==> src/sv/pffs_pkg.sv <==
`default_nettype none

package pffs_pkg;

   localparam int MAX_PAGES   = 4096;
   localparam int PAGE_W      = $clog2(MAX_PAGES);
   localparam int COUNT_W     = $clog2(MAX_PAGES + 1);
   localparam int CSR_INDEX_W = 1;

   localparam logic [1:0] OP_INIT  = 2'd0;
   localparam logic [1:0] OP_ALLOC = 2'd1;
   localparam logic [1:0] OP_FREE  = 2'd2;

   localparam logic [1:0] STATUS_OK       = 2'd0;
   localparam logic [1:0] STATUS_EMPTY    = 2'd1;
   localparam logic [1:0] STATUS_NOT_USED = 2'd2;
   localparam logic [1:0] STATUS_RANGE    = 2'd3;

   localparam logic [CSR_INDEX_W-1:0] CSR_TOTAL_PAGES    = CSR_INDEX_W'(0);
   localparam logic [CSR_INDEX_W-1:0] CSR_RESERVED_PAGES = CSR_INDEX_W'(1);

   localparam logic [COUNT_W-1:0] MAX_COUNT = COUNT_W'(MAX_PAGES);
   localparam logic [PAGE_W-1:0]  LAST_IDX  = PAGE_W'(MAX_PAGES - 1);

   typedef enum logic [2:0] {
      S_CLEAR,
      S_IDLE,
      S_INIT,
      S_ALLOC,
      S_FREE,
      S_REPLY
   } state_type;

   // Commands from the controller to the datapath.
   typedef struct packed {
      logic capture;
      logic sweep_step;
      logic sweep_init;
      logic alloc_fire;
      logic free_fire;
      logic plain_fire;
   } cmd_type;

   // Status from the datapath to the controller.
   typedef struct packed {
      logic out_free;
      logic sweep_last;
   } stat_type;

endpackage

`default_nettype wire

==> src/sv/pffs_ctrl.sv <==
`default_nettype none

module pffs_ctrl (
   input  wire logic            clock,
   input  wire logic            reset,
   input  wire logic            req_valid,
   input  wire logic [1:0]      req_operation,
   input  wire pffs_pkg::stat_type stat,
   output logic                 req_stall,
   output pffs_pkg::cmd_type    cmd
);

   pffs_pkg::state_type state_ff;
   pffs_pkg::state_type state_in;

   always_ff @(posedge clock) begin
      if (reset) begin
         state_ff <= pffs_pkg::S_CLEAR;
      end else begin
         state_ff <= state_in;
      end
   end

   always_comb begin
      state_in  = state_ff;
      req_stall = 1'b1;
      cmd       = '0;
      unique case (state_ff)
         pffs_pkg::S_CLEAR: begin
            cmd.sweep_step = 1'b1;
            if (stat.sweep_last) begin
               state_in = pffs_pkg::S_IDLE;
            end
         end
         pffs_pkg::S_IDLE: begin
            req_stall = 1'b0;
            if (req_valid) begin
               cmd.capture = 1'b1;
               unique case (req_operation)
                  pffs_pkg::OP_INIT:  state_in = pffs_pkg::S_INIT;
                  pffs_pkg::OP_ALLOC: state_in = pffs_pkg::S_ALLOC;
                  pffs_pkg::OP_FREE:  state_in = pffs_pkg::S_FREE;
                  default:            state_in = pffs_pkg::S_REPLY;
               endcase
            end
         end
         pffs_pkg::S_INIT: begin
            cmd.sweep_step = 1'b1;
            cmd.sweep_init = 1'b1;
            if (stat.sweep_last) begin
               state_in = pffs_pkg::S_REPLY;
            end
         end
         pffs_pkg::S_ALLOC: begin
            if (stat.out_free) begin
               cmd.alloc_fire = 1'b1;
               state_in       = pffs_pkg::S_IDLE;
            end
         end
         pffs_pkg::S_FREE: begin
            if (stat.out_free) begin
               cmd.free_fire = 1'b1;
               state_in      = pffs_pkg::S_IDLE;
            end
         end
         pffs_pkg::S_REPLY: begin
            if (stat.out_free) begin
               cmd.plain_fire = 1'b1;
               state_in       = pffs_pkg::S_IDLE;
            end
         end
         default: begin
            state_in = pffs_pkg::S_IDLE;
         end
      endcase
   end

endmodule

`default_nettype wire

==> config.mk <==
export PLATFORM = sky130hd
export DESIGN_NAME = pffs_ctrl
export DESIGN_NICKNAME = d
export VERILOG_FILES = /design/src/sv/pffs_pkg.sv /design/src/sv/pffs_ctrl.sv
export SDC_FILE = /design/constraint.sdc
export NUM_CORES = 1
export LEC_CHECK = 0
export ABC_AREA = 1
export ABC_CLOCK_PERIOD_IN_PS = 900
export BUFFER_PORTS_ARGS = -buffer_cell sky130_fd_sc_hd__buf_4
export CORE_AREA = 4 4 41 43
export CTS_CLUSTER_SIZE = 25
export DETAILED_ROUTE_END_ITERATION = 8
export DIE_AREA = 0 0 45 47
export PLACE_DENSITY = 0.55
export SYNTH_ARGS = -nofsm -noshare
export SYNTH_HDL_FRONTEND = slang
export SYNTH_SLANG_ARGS = --single-unit
export TNS_END_PERCENT = 1
==> constraint.sdc <==
create_clock -name clock -period 0.9 [get_ports clock]
set_input_delay 0.18 -clock clock [delete_from_list [all_inputs] [get_ports clock]]
set_output_delay 0.18 -clock clock [all_outputs]
set_load 0.03 [all_outputs]
Yosys cells after proc, flatten, opt, wreduce, memory -nomap -nowiden
Index checks and enable logic that the tools add are counted.
- register bits after elaboration: 3
- output and inout bits: 7
- muxes and demuxes: 15
- reductions and logical operators: 5
- eq/ne operators: 11
- operator list (cell ; number):
    2-to-1 mux 3 bit ; 4
    case mux 3 bit (4 select lines) ; 1
    2-to-1 mux 1 bit ; 9
    case mux 3 bit (3 select lines) ; 1
    == test 3 x 2 -> 1 bit (second input constant) ; 2
    == test 3 bit (second input constant) ; 2
    != test 2 bit (second input constant) ; 3
    AND reduction 4 bit ; 1
    == test 3 x 1 -> 1 bit (second input constant) ; 1
    zero test 3 bit ; 1
    OR reduction 3 bit ; 1
    == test 2 x 1 -> 1 bit (second input constant) ; 1
    == test 2 bit (second input constant) ; 1
    zero test 2 bit ; 1
    != test 2 x 1 -> 1 bit (second input constant) ; 1
    OR reduction 2 bit ; 1

Longest topological paths before layout
- depth after elaboration: 4
- gate-level depth with buffers: 8
- mapped depth without buffers: 7

Worst setup path before layout
No wires, ideal clock.
- path kind: register to output
- start point: register state_ff[0]
- end point: output port cmd[0] (netlist bit)
- stages on the path, launching flop included: 3
- slack: -0.753 ns
- arrival: 1.473 ns
- path buffers: 0
- path through: dfxtp_1 -> inv_2 -> nor4_1
- RTL lines (element ; line ; source):
    start: declaration ; pffs_ctrl.sv:13 ; pffs_pkg::state_type state_ff;
    start signal: assignment ; pffs_ctrl.sv:18 ; state_ff <= pffs_pkg::S_CLEAR;
    start signal: assignment ; pffs_ctrl.sv:20 ; state_ff <= state_in;
    end: declaration ; pffs_ctrl.sv:10 ; output pffs_pkg::cmd_type cmd

==> out/summary.txt <==
Post-layout min period: 1332 ps
Slew Viols, Final: 0
Kind of end point of the critical path: output port
Synth Instances: 44
Switching share of power: 38.28%
Clock root cell: clkbuf_4
Status: finished with violations
Fmax: 750.8 MHz
Rel. slew slack: 85.85%
Worst Tran Pin Value: 210.7 ps
CTS Sinks: 3
Final Cycle Share: 148.0%
Placed cell areas: 481.7 um^2
Worst Path Arrival: 1150 ps
Final Cell Area: 564.3 um^2
Share of cells above drive strength 1: 58.82%
Nets: 76
Seq/Total Area, Yosys: 23.30%
Failing checks: setup timing
Final setup TNS: -2957 ps
Worst Path Max Fanout: 4
PD cells: 1436 nW/um^2
Setup ws final: -431.9 ps
Post-Syn Area: 257.7 um^2
Detailed Route Iter0 Violations: 9
GRT Util Overall: 9.163%
Hold_ws: 105.4 ps
Hold Crit Class: in -> reg
H-tree Lvls: 1
DRC viols: 0
Vias in the first global route: 349
Via/cell ratio: 4.253
Post-layout util: 43.37%
GR Overflow Total: 0
Most instantiated library cell after synthesis: nand2_1
Reg with most FFs: state_ff
Top FF cell, synth: dfxtp_1
Largest net degree at the start of global routing: 8
Layout Skew: 6.661 ps
Warnings, synthesis: 0
Dpl hpwl: 654.1 um
Sequential share of power: 22.1%
Via count: 353
Synth async-reset ratio: 0%
Routed wire length: 845 um
Die span in y: 47 um
Leakage: 0.0002677 uW
Req. time, crit path: 720 ps
CTS tree: yes
Inserted Clock Buffers: 3
Port Buffers: 13
Reg clk slew, reported paths: 40 ps
Area grow syn2layout: 118.9%
Library cells used by synthesis: 15
Synth top area share: 23.30%
Synth top cells by count: 11 x nand2_1, 5 x nor2_1, 4 x inv_1, 4 x inv_2, 4 x nand3_1
Post-synth net total: 51
Hold Vio Cnt, Final: 0
Die ar.: 2115 um^2
Synthesized area per cell: 5.858 um^2
Largest register FFs: 3
Startpoint Class: flop
Routability congestion estimate: 0.7415
EDFF count, synth: 0
First-pass GRT wire length: 1338 um
Final ANT Viol Nets: 0
Longest Clk Path Bufs: 2
Clock insertion delay at the later pin of the skew report: 240 ps
Core area: 1301 um^2
Max cap viols: 0
Wirelength per Cell: 10.18 um
Pre-antenna DRT Iters: 4
Largest registers: state_ff x3
P_int: 500.2 uW
RSZ-0062 raised after global routing: yes
Clock share of power: 30.8%
Worst VDD drop: 0.7082 mV
Dominant cell type by area after synthesis: dfxtp_1
Io pins: 14
Switching power: 310.2 uW
Die X: 45 um
Antenna violations before repair: 0
Final Non-Filler Cells: 83
Fillers: 147
Combinational power share: 47.1%
ANT cells: 0
Initial core utilization: 19.81%
Placed cell count: 77
Main area contributors after synthesis: dfxtp_1 23%, nand2_1 16%, nand3_1 7.8%
Kind of critical path: reg -> out
Synthesized flop and latch total: 3
Num rows: 13
Setup violators final: 10
[worst max-delay path, stage by stage (launching register included)]
cell and delay (ps):
dfxtp_2 340, buf_6 130, nor4_4 270, buf_6 170
[power groups by stage]
stage	logic, uW	clock network, uW	registers (uW)
final	382	249	179
after global routing	416	267	182
after CTS	369	258	177
after detailed placement	342	0	176
after global placement	343	0	176
after floorplan	208	0	174
[placed cells by master, fill, tap and decap left out]
cell type and count:
nand3_4 1, clkbuf_1 1, inv_4 2, nand3_2 2, buf_6 7, inv_1 4
inv_2 1, nand3_1 3, inv_6 1, nor2_1 4, nand2_4 1, o21ai_1 1
buf_4 13, nor2_4 1, o31ai_1 1, dfxtp_4 1, nor4_4 2, nand2_1 9
nand4_1 1, nand2_2 1, nor2_2 1, clkbuf_4 3, clkinv_1 1, dfxtp_2 2
buf_12 1, a21oi_1 3
[logic make-up after synthesis]
kind of cell	share of synthesized area [%]
AOI/OAI and AO/OA	10.68
buffers and inverters	17.47
DFF	23.30
and+or+nand+nor	48.55
[stage by stage]
stage	total power, uW	setup slack, ps
final	810.4	-431.9
after detailed placement	518.0	-217.1
after global routing	865.8	-467.0
after global placement	519.0	-208.2
after CTS	803.6	-431.9
after floorplan	382.0	-232.5
[area by class of cell]
type / count / area [um^2] / area share (%)
Sequential cell: 3 / 66.31 / 11.75
Tap cell: 15 / 18.77 / 3.326
Inverter: 9 / 43.79 / 7.761
Clock buffer: 4 / 26.28 / 4.656
Timing Repair Buffer: 21 / 196.4 / 34.81
Multi-Input combinational cell: 31 / 212.7 / 37.69
[per-layer routing]
| layer | vias to the layer above | track usage, % | routed length (um) |
|---|---|---|---|
| met1 | 144 | 8.636 | 356 |
| met4 | 0 | 10.53 | 29 |
| met3 | 3 | 1.533 | 48 |
| met5 | - | 0 | 0 |
| met2 | 14 | 15.82 | 411 |
| li1 | 192 | - | - |
[repair_timing]
item	in CTS	in global routing
resized for setup	7	6
setup endpoints to repair	10	10
setup buffers	1	1
pin swaps	4	2
hold buffers	0	0
[path summary, 6_finish.rpt]
check	startpoint	to	slack (ps)	depth (start not counted)
setup reg to reg	state_ff[1]	state_ff[1]	-180	7
hold reg to reg	state_ff[1]	state_ff[1]	620	3
hold / removal	reset	state_ff[1]	110	2
setup / recovery	state_ff[1]	cmd[0]	-430	3
Note: power is estimated with default switching activity, not from simulation.
